[src/hw/rtl/i64div_pkg.sv]
// ----------------------------------------------------------------------------
// i64div_pkg
// Shared types and constants of the signed/unsigned restoring divider.
// ----------------------------------------------------------------------------
`default_nettype none

package i64div_pkg;

  // operand width used by the arithmetic, at most FIELD_WIDTH
  localparam int DATA_WIDTH  = 64;
  // width of the dividend, divisor, quotient and remainder fields
  localparam int FIELD_WIDTH = 64;
  // step counter width, indexes steps 0 .. DATA_WIDTH-1
  localparam int CNT_WIDTH   = (DATA_WIDTH > 1) ? $clog2(DATA_WIDTH) : 1;

  // request type codes
  localparam logic REQ_UNSIGNED = 1'b0;
  localparam logic REQ_SIGNED   = 1'b1;

  typedef logic [DATA_WIDTH-1:0]  word_t;
  typedef logic [FIELD_WIDTH-1:0] field_t;
  typedef logic [CNT_WIDTH-1:0]   cnt_t;

endpackage

`default_nettype wire

[src/hw/rtl/i64div_if.sv]
// ----------------------------------------------------------------------------
// i64div request and response channels
// Valid/ready channels carrying the divider's operands and its results.
// ----------------------------------------------------------------------------
`default_nettype none

interface i64div_req_if;
  logic                   valid;
  logic                   ready;
  logic                   req_type;
  i64div_pkg::field_t     dividend;
  i64div_pkg::field_t     divisor;

  modport source (output valid, output req_type, output dividend, output divisor,
                  input ready);
  modport sink   (input valid, input req_type, input dividend, input divisor,
                  output ready);
endinterface

interface i64div_rsp_if;
  logic                   valid;
  logic                   ready;
  i64div_pkg::field_t     quotient;
  i64div_pkg::field_t     remainder;
  logic                   div_by_zero;

  modport source (output valid, output quotient, output remainder, output div_by_zero,
                  input ready);
  modport sink   (input valid, input quotient, input remainder, input div_by_zero,
                  output ready);
endinterface

`default_nettype wire

[src/hw/rtl/i64div_core.sv]
// ----------------------------------------------------------------------------
// i64div_core
// Unsigned restoring divider: the dividend shifts out of the top of a
// shift register one bit per cycle into the partial remainder while the
// quotient bits shift in at the bottom. One quotient bit per cycle.
// ----------------------------------------------------------------------------
`default_nettype none

module i64div_core (
  input  wire                 clk,
  input  wire                 rst,
  input  wire                 start,
  input  i64div_pkg::word_t   num,
  input  i64div_pkg::word_t   den,
  output logic                done,
  output i64div_pkg::word_t   quo,
  output i64div_pkg::word_t   rem
);

  localparam int DW = i64div_pkg::DATA_WIDTH;

  i64div_pkg::word_t rem_reg;
  i64div_pkg::word_t shift_reg;
  i64div_pkg::word_t den_reg;
  i64div_pkg::cnt_t  cnt;
  logic              busy;

  logic [DW:0]       trial;
  logic [DW+1:0]     diff;
  logic              fits;
  i64div_pkg::word_t rem_next;
  i64div_pkg::word_t shift_next;

  // shift in the next dividend bit and try the subtraction
  always_comb begin
    trial = {rem_reg, shift_reg[DW-1]};
    diff  = {1'b0, trial} - {2'b00, den_reg};
    fits  = ~diff[DW+1];
    if (fits) begin
      rem_next = diff[DW-1:0];
    end else begin
      rem_next = trial[DW-1:0];
    end
    shift_next = {shift_reg[DW-2:0], fits};
  end

  // step sequencing
  always_ff @(posedge clk) begin
    if (rst) begin
      busy <= 1'b0;
      done <= 1'b0;
      cnt  <= '0;
    end else begin
      done <= 1'b0;
      if (start) begin
        busy <= 1'b1;
        cnt  <= i64div_pkg::cnt_t'(DW - 1);
      end else if (busy) begin
        cnt <= cnt - 1'b1;
        if (cnt == '0) begin
          busy <= 1'b0;
          done <= 1'b1;
        end
      end
    end
  end

  // datapath registers
  always_ff @(posedge clk) begin
    if (start) begin
      rem_reg   <= '0;
      shift_reg <= num;
      den_reg   <= den;
    end else if (busy) begin
      rem_reg   <= rem_next;
      shift_reg <= shift_next;
    end
  end

  assign quo = shift_reg;
  assign rem = rem_reg;

endmodule

`default_nettype wire

[src/hw/rtl/int64_divider_signed_unsigned.sv]
// ----------------------------------------------------------------------------
// int64_divider_signed_unsigned
// Signed/unsigned 64-bit divider giving quotient (toward zero) and remainder
// (sign of the dividend); a zero divisor flags div_by_zero, returns an
// all-ones quotient and the dividend as remainder.
// ----------------------------------------------------------------------------
//
//   channel  dir  payload                                 handshake
//   req      in   req_type, dividend, divisor             valid/ready
//   rsp      out  quotient, remainder, div_by_zero        valid/ready
//
// From acceptance to a valid result an item passes through these steps: the
// PREP state takes operand magnitudes and starts the core, the shift-subtract
// core runs 64 quotient-bit steps, the sign fix-up is registered as the core
// finishes, and the result is loaded into the output register. A zero divisor
// skips the core. One item at a time; the next is accepted the cycle after the
// result has moved into the output register, even while that result is still stalled.
// Reset (rst, synchronous) empties the block and drops any item in flight.
// ----------------------------------------------------------------------------
`default_nettype none

module int64_divider_signed_unsigned (
  input  wire             clk,
  input  wire             rst,
  i64div_req_if.sink      req,
  i64div_rsp_if.source    rsp
);

  localparam int DW = i64div_pkg::DATA_WIDTH;

  localparam logic [1:0] S_IDLE = 2'd0;
  localparam logic [1:0] S_PREP = 2'd1;
  localparam logic [1:0] S_RUN  = 2'd2;
  localparam logic [1:0] S_DONE = 2'd3;

  logic [1:0]        state;
  logic              op_signed;
  i64div_pkg::word_t n_raw;
  i64div_pkg::word_t d_raw;
  logic              neg_q;
  logic              neg_r;
  i64div_pkg::word_t res_q;
  i64div_pkg::word_t res_r;
  logic              res_dbz;

  logic              out_valid;
  i64div_pkg::field_t out_q;
  i64div_pkg::field_t out_r;
  logic              out_dbz;

  logic              n_neg;
  logic              d_neg;
  i64div_pkg::word_t n_mag;
  i64div_pkg::word_t d_mag;
  logic              core_start;
  logic              core_done;
  i64div_pkg::word_t core_q;
  i64div_pkg::word_t core_r;
  logic              out_load;

  // operand signs and magnitudes
  always_comb begin
    n_neg = (op_signed == i64div_pkg::REQ_SIGNED) && n_raw[DW-1];
    d_neg = (op_signed == i64div_pkg::REQ_SIGNED) && d_raw[DW-1];
    n_mag = n_neg ? (~n_raw) + i64div_pkg::word_t'(1) : n_raw;
    d_mag = d_neg ? (~d_raw) + i64div_pkg::word_t'(1) : d_raw;
  end

  assign core_start = (state == S_PREP) && (d_raw != '0);
  assign out_load   = (state == S_DONE) && (!out_valid || rsp.ready);
  assign req.ready  = (state == S_IDLE);

  i64div_core u_core (
    .clk   (clk),
    .rst   (rst),
    .start (core_start),
    .num   (n_mag),
    .den   (d_mag),
    .done  (core_done),
    .quo   (core_q),
    .rem   (core_r)
  );

  // control sequencer
  always_ff @(posedge clk) begin
    if (rst) begin
      state <= S_IDLE;
    end else begin
      unique case (state)
        S_IDLE: begin
          if (req.valid) state <= S_PREP;
        end
        S_PREP: begin
          state <= (d_raw == '0) ? S_DONE : S_RUN;
        end
        S_RUN: begin
          if (core_done) state <= S_DONE;
        end
        S_DONE: begin
          if (out_load) state <= S_IDLE;
        end
        default: state <= S_IDLE;
      endcase
    end
  end

  // operand capture, sign flags and result fix-up
  always_ff @(posedge clk) begin
    if (state == S_IDLE && req.valid) begin
      op_signed <= req.req_type;
      n_raw     <= req.dividend[DW-1:0];
      d_raw     <= req.divisor[DW-1:0];
    end
    if (state == S_PREP) begin
      neg_q   <= n_neg ^ d_neg;
      neg_r   <= n_neg;
      res_q   <= '1;
      res_r   <= n_raw;
      res_dbz <= (d_raw == '0);
    end
    if (state == S_RUN && core_done) begin
      res_q <= neg_q ? (~core_q) + i64div_pkg::word_t'(1) : core_q;
      res_r <= neg_r ? (~core_r) + i64div_pkg::word_t'(1) : core_r;
    end
  end

  // output register
  always_ff @(posedge clk) begin
    if (rst) begin
      out_valid <= 1'b0;
    end else if (out_load) begin
      out_valid <= 1'b1;
    end else if (rsp.ready) begin
      out_valid <= 1'b0;
    end
  end

  always_ff @(posedge clk) begin
    if (out_load) begin
      out_q   <= i64div_pkg::field_t'(res_q);
      out_r   <= i64div_pkg::field_t'(res_r);
      out_dbz <= res_dbz;
    end
  end

  assign rsp.valid       = out_valid;
  assign rsp.quotient    = out_q;
  assign rsp.remainder   = out_r;
  assign rsp.div_by_zero = out_dbz;

endmodule

`default_nettype wire
[src/flat_wrapper.sv]
// flat-port wrapper written by rule: the top's interface ports become plain ports
module int64_divider_signed_unsigned_flat 
  (clk, rst, req_valid, req_req_type, req_dividend, req_divisor, req_ready, rsp_valid, rsp_quotient, rsp_remainder, rsp_div_by_zero, rsp_ready);
  i64div_req_if req_i ();
  i64div_rsp_if rsp_i ();
  input  wire clk;
  input  wire rst;
  input wire logic [$bits(req_i.valid)-1:0] req_valid;
  input wire logic [$bits(req_i.req_type)-1:0] req_req_type;
  input wire logic [$bits(req_i.dividend)-1:0] req_dividend;
  input wire logic [$bits(req_i.divisor)-1:0] req_divisor;
  output wire logic [$bits(req_i.ready)-1:0] req_ready;
  output wire logic [$bits(rsp_i.valid)-1:0] rsp_valid;
  output wire logic [$bits(rsp_i.quotient)-1:0] rsp_quotient;
  output wire logic [$bits(rsp_i.remainder)-1:0] rsp_remainder;
  output wire logic [$bits(rsp_i.div_by_zero)-1:0] rsp_div_by_zero;
  input wire logic [$bits(rsp_i.ready)-1:0] rsp_ready;
  assign req_i.valid = req_valid;
  assign req_i.req_type = req_req_type;
  assign req_i.dividend = req_dividend;
  assign req_i.divisor = req_divisor;
  assign req_ready = req_i.ready;
  assign rsp_valid = rsp_i.valid;
  assign rsp_quotient = rsp_i.quotient;
  assign rsp_remainder = rsp_i.remainder;
  assign rsp_div_by_zero = rsp_i.div_by_zero;
  assign rsp_i.ready = rsp_ready;
  int64_divider_signed_unsigned u_core (.clk(clk), .rst(rst), .req(req_i), .rsp(rsp_i));
endmodule
[config.mk]
export PLATFORM = sky130hd
export DESIGN_NAME = int64_divider_signed_unsigned_flat
export DESIGN_NICKNAME = d
export VERILOG_FILES = /design/src/hw/rtl/i64div_pkg.sv /design/src/hw/rtl/i64div_if.sv /design/src/hw/rtl/i64div_core.sv /design/src/hw/rtl/int64_divider_signed_unsigned.sv /design/src/flat_wrapper.sv
export SDC_FILE = /design/constraint.sdc
export NUM_CORES = 1
export LEC_CHECK = 0
export ABC_AREA = 1
export BUFFER_PORTS_ARGS = -buffer_cell sky130_fd_sc_hd__buf_4
export CAP_MARGIN = 20
export CORE_AREA = 2 2 305 307
export DETAILED_ROUTE_END_ITERATION = 8
export DIE_AREA = 0 0 307 309
export PLACE_DENSITY_LB_ADDON = 0.3
export SLEW_MARGIN = 20
export SYNTH_ARGS = -nofsm -noshare
export SYNTH_HDL_FRONTEND = slang
export SYNTH_HIERARCHICAL = 1
export SYNTH_SLANG_ARGS = --single-unit
export TNS_END_PERCENT = 10
[constraint.sdc]
create_clock -name clk -period 12.9 [get_ports clk]
set_clock_uncertainty 0.05 [all_clocks]
set_input_delay 1.29 -clock clk [delete_from_list [all_inputs] [get_ports clk]]
set_output_delay 1.29 -clock clk [all_outputs]
set_load 0.01 [all_outputs]
Word level (Yosys, flattened, before mapping)
Index checks and enable logic that the tools add are counted.
{"block": "totals", "out_inout_bits": 131, "input_bits": 133, "elab_cells": 79, "regBits": 592}
{"block": "classes", "mux": 24, "bitwise": 7, "add_sub_neg": 6, "eq_ne": 6, "reduce_logical": 17}
{"op": "two-way mux 64 bit", "count": 11}
{"op": "adder 64 x 1 -> 64 bit (second input constant)", "count": 4}
{"op": "NOT 64 bit", "count": 4}
{"op": "subtractor 65 x 64 -> 66 bit", "count": 1}
{"op": "zero test 64 bit", "count": 1}
{"op": "nonzero test 64 bit", "count": 1}
{"op": "two-way mux 6 bit", "count": 2}
{"op": "case mux 2 bit (4 select lines)", "count": 1}
{"op": "two-way mux 1 bit", "count": 7}
{"op": "logical AND 1 bit", "count": 6}
{"op": "zero test 6 bit", "count": 1}
{"op": "two-way mux 2 bit", "count": 3}
{"op": "nonzero test 2 bit", "count": 3}
{"op": "subtractor 6 x 1 -> 6 bit (second input constant)", "count": 1}
{"op": "equality test 2 bit (second input constant)", "count": 2}
{"op": "inequality test 2 bit (second input constant)", "count": 2}
{"op": "AND reduction 3 bit", "count": 1}
{"op": "OR reduction 3 bit", "count": 1}
{"op": "equality test 2 x 1 -> 1 bit (second input constant)", "count": 1}
{"op": "zero test 2 bit", "count": 1}
{"op": "inequality test 2 x 1 -> 1 bit (second input constant)", "count": 1}
{"op": "NOT 1 bit", "count": 2}
{"op": "zero test 1 bit", "count": 1}
{"op": "logical OR 1 bit", "count": 1}
{"op": "XOR 1 bit", "count": 1}

Logic depth before layout (Yosys ltp)
Gate-level depths: netlist of run 1.
{"block": "depth", "depth_word": 5, "depth_mapped": 20, "mapped_depth_nobuf": 18}

Modules after synthesis
Netlist of run 1, hierarchy kept.
{"module": "int64_divider_signed_unsigned", "cells_per_inst": 2635, "n_inst": 1, "area_each_um2": 22029.9}
{"module": "i64div_core", "cells_per_inst": 2169, "n_inst": 1, "area_each_um2": 14238.7}

Worst setup path after synthesis of run 1
Ideal clock, no wire load.
{"block": "synth_timing", "kind": "input to register", "start": "input rsp_ready", "end": "register u_core.out_dbz, in the netlist u_core/rsp.div_by_zero, enable pin", "path_buffers": 0, "setup_time_ps": 660, "path_stages": 2, "arrival_time_ps": 7507, "setup_slack_ps": 4684, "path_cell_list": "inv_1 a21oi_1"}
{"block": "synth_via", "elab_chain_cells": 2}
{"element": "from (decl)", "line": "flat_wrapper.sv:17", "rtl": "input wire logic [$bits(rsp_i.ready)-1:0] rsp_ready;"}
{"element": "logical OR 1 bit", "line": "int64_divider_signed_unsigned.sv:70", "rtl": "assign out_load = (state == S_DONE) && (!out_valid || rsp.ready);"}
{"element": "logical AND 1 bit", "line": "int64_divider_signed_unsigned.sv:70"}
{"element": "net u_core.out_load", "line": "int64_divider_signed_unsigned.sv:59", "rtl": "logic out_load;"}
{"element": "to (signal assigned)", "line": "int64_divider_signed_unsigned.sv:142", "rtl": "out_dbz <= res_dbz;"}
{"element": "to (decl)", "line": "int64_divider_signed_unsigned.sv:49", "rtl": "logic out_dbz;"}
The timed path passes the listed nets, and every way through them passes these cells.
A chain may end at the register's enable or synchronous reset.

Worst setup path in the final report of run 1
{"block": "layout_timing", "start": "register u_core.d_raw[0]", "end": "register u_core.u_core.rem_reg[9], in the netlist u_core/u_core/rem[9]"}
{"block": "layout_via", "elab_chain_cells": 2}
{"element": "from (decl)", "line": "int64_divider_signed_unsigned.sv:39", "rtl": "i64div_pkg::word_t d_raw;"}
{"element": "from (signal assigned)", "line": "int64_divider_signed_unsigned.sv:112", "rtl": "d_raw <= req.divisor[DW-1:0];"}
{"element": "nonzero test 64 bit", "line": "int64_divider_signed_unsigned.sv:69", "rtl": "assign core_start = (state == S_PREP) && (d_raw != '0);"}
{"element": "logical AND 1 bit", "line": "int64_divider_signed_unsigned.sv:69"}
{"element": "net u_core.core_start", "line": "int64_divider_signed_unsigned.sv:55", "rtl": "logic core_start;"}
{"element": "to (signal assigned)", "line": "i64div_core.sv:75", "rtl": "rem_reg <= rem_next;"}
{"element": "to (decl)", "line": "i64div_core.sv:22", "rtl": "i64div_pkg::word_t rem_reg;"}
The timed path passes the listed nets, and every way through them passes these cells.

==> impl_metrics.env, run 1 <==
export IMPL_dieArea_um2=94860
export IMPL_synth_area_um2=36270
export IMPL_fin_setup_tns_ns=0
export IMPL_async_reset_ff_share_pct=0
export IMPL_die_y_um=309
export IMPL_critPathCaptureType="flip-flop"
export IMPL_gp_congestion=1.014
export IMPL_synth_edf_count=517
export IMPL_yosysSeqAreaShare_pct=46.95
export IMPL_core_um2=91390
export IMPL_wl_mm=125.8
export IMPL_synth_area_leaders="edfxtp_1, nand2_1, inv_1"
export IMPL_worst_ep_required_time_ns=13.42
export IMPL_antenna_found_initial=0
export IMPL_post_route_min_period_ns=4.279
export IMPL_start_kind="flip-flop"
export IMPL_hold_path_class="reg2reg"
export IMPL_cts_buffer_depth=3
export IMPL_antenna_diode_count=0
export IMPL_clock_latency_ns=0.66
export IMPL_ir_worst_vdd_v=0.0001211
export IMPL_io_pins=264
export IMPL_p_per_area_nw_per_um2=179.8
export IMPL_grt_overflow=0
export IMPL_syn_to_final_growth_pct=14.97
export IMPL_cts_tree="done"
export IMPL_rsz0062_at_grt="false"
export IMPL_ys_types=53
export IMPL_initial_core_util_pct=39.69
export IMPL_synth_ff_type="edfxtp_1"
export IMPL_syn_instance_count=4804
export IMPL_critPathCapture="u_core/u_core/rem[9]"
export IMPL_status="finished clean"
export IMPL_route_detailed_drc=0
export IMPL_grt_pass1_vias=31377
export IMPL_dp_hpwl_mm=101.0
export IMPL_p_total_uw=7498
export IMPL_postSynthNetCount=5012
export IMPL_dpl_cell_count=6176
export IMPL_cts_setup_buffers=0
export IMPL_port_buffers=263
export IMPL_mostFrequentLayoutCell="nand2_1"
export IMPL_instances_no_fill=6303
export IMPL_r2r_cells=17
export IMPL_cp_max_fo=69
export IMPL_grt_usage_pct=26.37
export IMPL_wire_per_inst_um=19.95
export IMPL_tightest_slew_ns=0.9994
export IMPL_fin_nets=5269
export IMPL_root_buffer="clkbuf_16"
export IMPL_finalHoldViolCount=0
export IMPL_drt_first_pass_iters=6
export IMPL_grt_max_degree=71
export IMPL_crit_start="u_core/d_raw[0]"
export IMPL_p_leak_uw=0.01839
export IMPL_final_antenna_net_count=0
export IMPL_grt_pass1_wl_mm=187.5
export IMPL_setup_viol=0
export IMPL_fp_row_count=111
export IMPL_ys_warn_count=6
export IMPL_first_iter_violations=2441
export IMPL_cts_resized_gates=0
export IMPL_reg2reg_to="u_core/u_core/rem[9]"
export IMPL_finalMaxSlewViolations=0
export IMPL_ys_ff_latch=592
export IMPL_die_x_um=307
export IMPL_r2r_slack_ns=8.62
export IMPL_final_cell_mix="nand2_1, inv_1, nor2_1, edfxtp_1, nand3_1"
export IMPL_relSlewSlack_pct=32.67
export IMPL_numCtsBuffers=69
export IMPL_cts_hold_fix_buffers=0
export IMPL_synth_top_area_share_pct=42.81
export IMPL_max_freq_ghz=0.2337
export IMPL_synth_top_cell_by_area="edfxtp_1"
export IMPL_cp_arrival_ns=4.80
export IMPL_htree_levels=3
export IMPL_syn_mean_instance_area_um2=7.550
export IMPL_num_vias=32048
export IMPL_clkTransAtPathRegs_ns=0.06
export IMPL_reg2reg_from="u_core/d_raw[0]"
export IMPL_fin_crit_sh_pct=33.17
export IMPL_crit_type="reg2reg"
export IMPL_cts_sinks=592
export IMPL_viasPerCell=5.085
export IMPL_drv_cap=0
export IMPL_drive_gt1_share_pct=9.693
==> critical path: stages, from the launching register on <==
cell and delay (ns):
edfxtp_1 0.38, inv_1 0.10, ha_1 0.25, nand4_1 0.20, nor2_2 0.25, nand3b_2 0.14
inv_1 0.07, nand2_1 0.09, nor3_2 0.24, nor2_4 0.20, buf_4 0.34, inv_2 0.09
buf_4 0.55, nand2_1 0.15, inv_1 0.09, buf_4 0.63, nand3_1 0.15, o21ai_0 0.11
==> where the power goes <==
part	internal (µW)	switching, µW
logic	685	1800
clock network	1110	839
registers	2710	348
total	4510	2990
==> routing by layer <==
layer,global-route usage [%],part of all wire (%)
met1,30.02,39
met2,47.53,50
met3,3.206,4.7
met4,15.60,6.6
met5,0,0
==> per-stage QoR <==
stage,utilization [%],setup WS (ns),cell area [µm²],hold WS [ns]
2_1_floorplan,-,4.684,36270,0.3503
3_3_place_gp,43.16,8.725,39440,0.3504
3_5_place_dp,43.16,8.642,39440,0.3545
4_1_cts,45.63,8.629,41700,0.3431
5_1_grt,45.63,8.212,41700,0.3659
6_report,45.63,8.621,41700,0.3446
==> worst min path at each step <==
stage	startpoint	end	slack [ns]	cells after the start
2_1_floorplan	u_core/res_dbz	u_core/rsp.div_by_zero	0.35	0
6_report	u_core/res_r[43]	u_core/rsp.remainder[43]	0.34	0
3_5_place_dp	u_core/res_q[16]	u_core/rsp.quotient[16]	0.35	0
5_1_grt	u_core/res_r[57]	u_core/rsp.remainder[57]	0.37	0
3_3_place_gp	u_core/res_r[50]	u_core/rsp.remainder[50]	0.35	0
4_1_cts	u_core/res_r[43]	u_core/rsp.remainder[43]	0.34	0
==> cell usage after synthesis (all sizes together), types with 2 or more instances <==
library cell	count
a21o	3
a21oi	96
a31oi	5
and2	7
buf	42
clkbuf	58
clkinv	6
dfxtp	75
edfxtp	517
ha	74
inv	687
nand2	1645
nand3	424
nand3b	52
nand4	97
nor2	589
nor3	39
nor4	7
o211ai	4
o21a	2
o21ai	209
o21bai	7
o31ai	3
or2	8
xnor2	49
xor2	93
==> cells by family after synthesis <==
group	after synthesis	share of synthesized area, %
flip-flops	592	46.95
adder cells (fa/ha/maj)	75	2.608
XOR/XNOR	142	3.429
AO/OA/AOI/OAI	333	4.933
buffers and inverters	793	8.559
AND/OR/NAND/NOR	2869	33.53
==> final cells by class <==
class                   count  area [µm²]
fillers                  9237       49690
flip-flops and latches    592       17030
multi-input cells        3419       16170
inverters                 693        2608
repair buffers            286        2147
clock buffers              84        1836
well taps                1186        1484
clock inverters            43       424.2
No activity file was read; power rests on OpenSTA's default activity.
==> run 2, diff against run 1 <==
==> constraint.sdc (replaced) <==
create_clock -name clk -period 4.03 [get_ports clk]
set_clock_uncertainty 0.05 [all_clocks]
set_input_delay 0.403 -clock clk [delete_from_list [all_inputs] [get_ports clk]]
set_output_delay 0.403 -clock clk [all_outputs]
set_load 0.01 [all_outputs]
==> run 2 against run 1 <==
  * Worst hold slack got worse by 0.32 ns
  * Critical path depth down 5
  * Utilization up 1.8 points
  * Non-clock buffer count increased by 151
  * Via count rose by 1.8%
  * Die area unchanged
  * Clock-buffer cell count rose by 2
  * First-iteration DRC count is 4.7% higher
  * Largest power group unchanged
==> impl_metrics.env, run 2 (synthesis gave the netlist of run 1 again) <==
export IMPL_status="finished clean"
export IMPL_die_x_um=307
export IMPL_cp_max_fo=64
export IMPL_drt_first_pass_iters=6
export IMPL_gp_congestion=0.9981
export IMPL_fin_crit_sh_pct=79.43
export IMPL_cts_sinks=592
export IMPL_mostFrequentLayoutCell="nand2_1"
export IMPL_drv_cap=0
export IMPL_final_antenna_net_count=0
export IMPL_reg2reg_to="u_core/u_core/quo[60]"
export IMPL_antenna_found_initial=0
export IMPL_fin_nets=5421
export IMPL_final_area_um2=43310
export IMPL_die_y_um=309
export IMPL_ir_worst_vdd_v=0.0003419
export IMPL_p_leak_uw=0.01911
export IMPL_start_kind="flip-flop"
export IMPL_finalHoldViolCount=0
export IMPL_rsz0062_at_grt="false"
export IMPL_clkTransAtPathRegs_ns=0.06
export IMPL_fp_row_count=111
export IMPL_finalWorstSetupSlack_ns=0.8289
export IMPL_worst_ep_required_time_ns=4.26
export IMPL_relSlewSlack_pct=28.63
export IMPL_clock_latency_ns=0.66
export IMPL_route_detailed_drc=0
export IMPL_cts_setup_buffers=0
export IMPL_root_buffer="clkbuf_16"
export IMPL_grt_pass1_wl_mm=193.4
export IMPL_numCtsBuffers=70
export IMPL_pre_cts_ws_ns=0.8443
export IMPL_finalCoreUtilization_pct=47.39
export IMPL_setup_viol=0
export IMPL_io_pins=264
export IMPL_hold_path_class="in2reg"
export IMPL_wl_mm=130.3
export IMPL_core_um2=91390
export IMPL_grt_pass1_vias=32374
export IMPL_grt_overflow=0
export IMPL_grt_max_degree=69
export IMPL_r2r_slack_ns=0.83
export IMPL_critPathCaptureType="flip-flop"
export IMPL_max_freq_ghz=0.3124
export IMPL_num_vias=32614
export IMPL_syn_to_final_growth_pct=19.42
export IMPL_post_route_min_period_ns=3.201
export IMPL_p_per_area_nw_per_um2=563.8
export IMPL_htree_levels=3
export IMPL_drive_gt1_share_pct=9.831
export IMPL_dp_hpwl_mm=104.8
export IMPL_antenna_diode_count=0
export IMPL_r2r_cells=12
export IMPL_first_iter_violations=2555
export IMPL_crit_start="u_core/d_raw[0]"
export IMPL_dieArea_um2=94860
export IMPL_cts_buffer_depth=3
export IMPL_cp_arrival_ns=3.43
export IMPL_grt_usage_pct=27.33
export IMPL_final_cell_mix="nand2_1, inv_1, nor2_1, edfxtp_1, nand3_1"
export IMPL_initial_core_util_pct=39.69
export IMPL_critPathCapture="u_core/u_core/quo[60]"
export IMPL_wire_per_inst_um=20.18
export IMPL_placed_cell_area_um2=39700
export IMPL_port_buffers=263
export IMPL_cts_tree="done"
export IMPL_crit_type="reg2reg"
export IMPL_finalMaxSlewViolations=0
export IMPL_viasPerCell=5.053
export IMPL_reg2reg_from="u_core/d_raw[0]"
export IMPL_tightest_slew_ns=1.062
==> run 2: changes by cell type in the layout (fill, tap and decap cells not counted), sizes merged <==
cell,change
dlygate4sd3,+130
inv,+3
buf,+21
clkinv,-3
clkinvlp,-3
bufinv,+2
clkbuf,+2
==> run 2: cell type report <==
cell class / count / area, µm²
Fill cell: 9164 / 48070
Sequential cell: 592 / 17030
Multi-Input combinational cell: 3419 / 16170
Timing Repair Buffer: 437 / 3706
Inverter: 693 / 2608
Clock buffer: 86 / 1864
Tap cell: 1186 / 1484
Clock inverter: 42 / 449.2
==> run 2: worst min path at each step <==
stage	startpoint	to	depth (start not counted)
2_1_floorplan	u_core/res_dbz	u_core/rsp.div_by_zero	0
3_3_place_gp	u_core/res_q[35]	u_core/rsp.quotient[35]	0
3_5_place_dp	u_core/res_q[14]	u_core/rsp.quotient[14]	0
4_1_cts	rsp_ready	u_core/rsp.valid	4
5_1_grt	rsp_ready	u_core/rsp.valid	4
6_report	rsp_ready	u_core/rsp.valid	4
==> run 2: layer usage <==
layer | global-route usage, % | share of wire (%) | up-vias
met3 | 3.124 | 4.1 | 341
met4 | 18.05 | 7.5 | 0
li1 | - | - | 16320
met2 | 49.21 | 50 | 993
met5 | 0 | 0 | -
met1 | 30.54 | 38 | 14960
==> run 2: power by group <==
group | switching (µW) | internal (µW)
Clock | 2670 | 3730
Combinational | 5840 | 2360
Sequential | 1140 | 8680
Total | 9650 | 14800
==> run 2: per-stage QoR <==
| step | hold WS [ns] | cells | setup TNS (ns) | power [µW] |
|---|---|---|---|---|
| 3_3_place_gp | 0.3507 | 6197 | 0 | 17930 |
| 5_1_grt | 0.03966 | 6455 | 0 | 25820 |
| 2_1_floorplan | 0.3503 | 4804 | -84.68 | 14840 |
| 4_1_cts | 0.003364 | 6455 | 0 | 24520 |
| 3_5_place_dp | 0.3545 | 6197 | 0 | 17980 |
| 6_report | 0.02884 | 6455 | 0 | 24420 |
==> run 2: worst max-delay path, stage by stage, from the launching register on <==
cell      delay [ns]
edfxtp_1        0.41
inv_1           0.11
ha_1            0.29
nand4_1         0.21
nor2_2          0.24
nand3b_2        0.13
inv_1           0.07
nand2_1         0.10
nor3_2          0.29
nor2_4          0.09
nor2_2          0.14
inv_2           0.19
buf_4           0.41
==> run 2: timing repair <==
item | CTS | global route
endpoints found under the hold margin | 136 | 0
gates resized for setup | 0 | 0
hold buffers | 130 | 0
setup endpoints to repair | 0 | 0
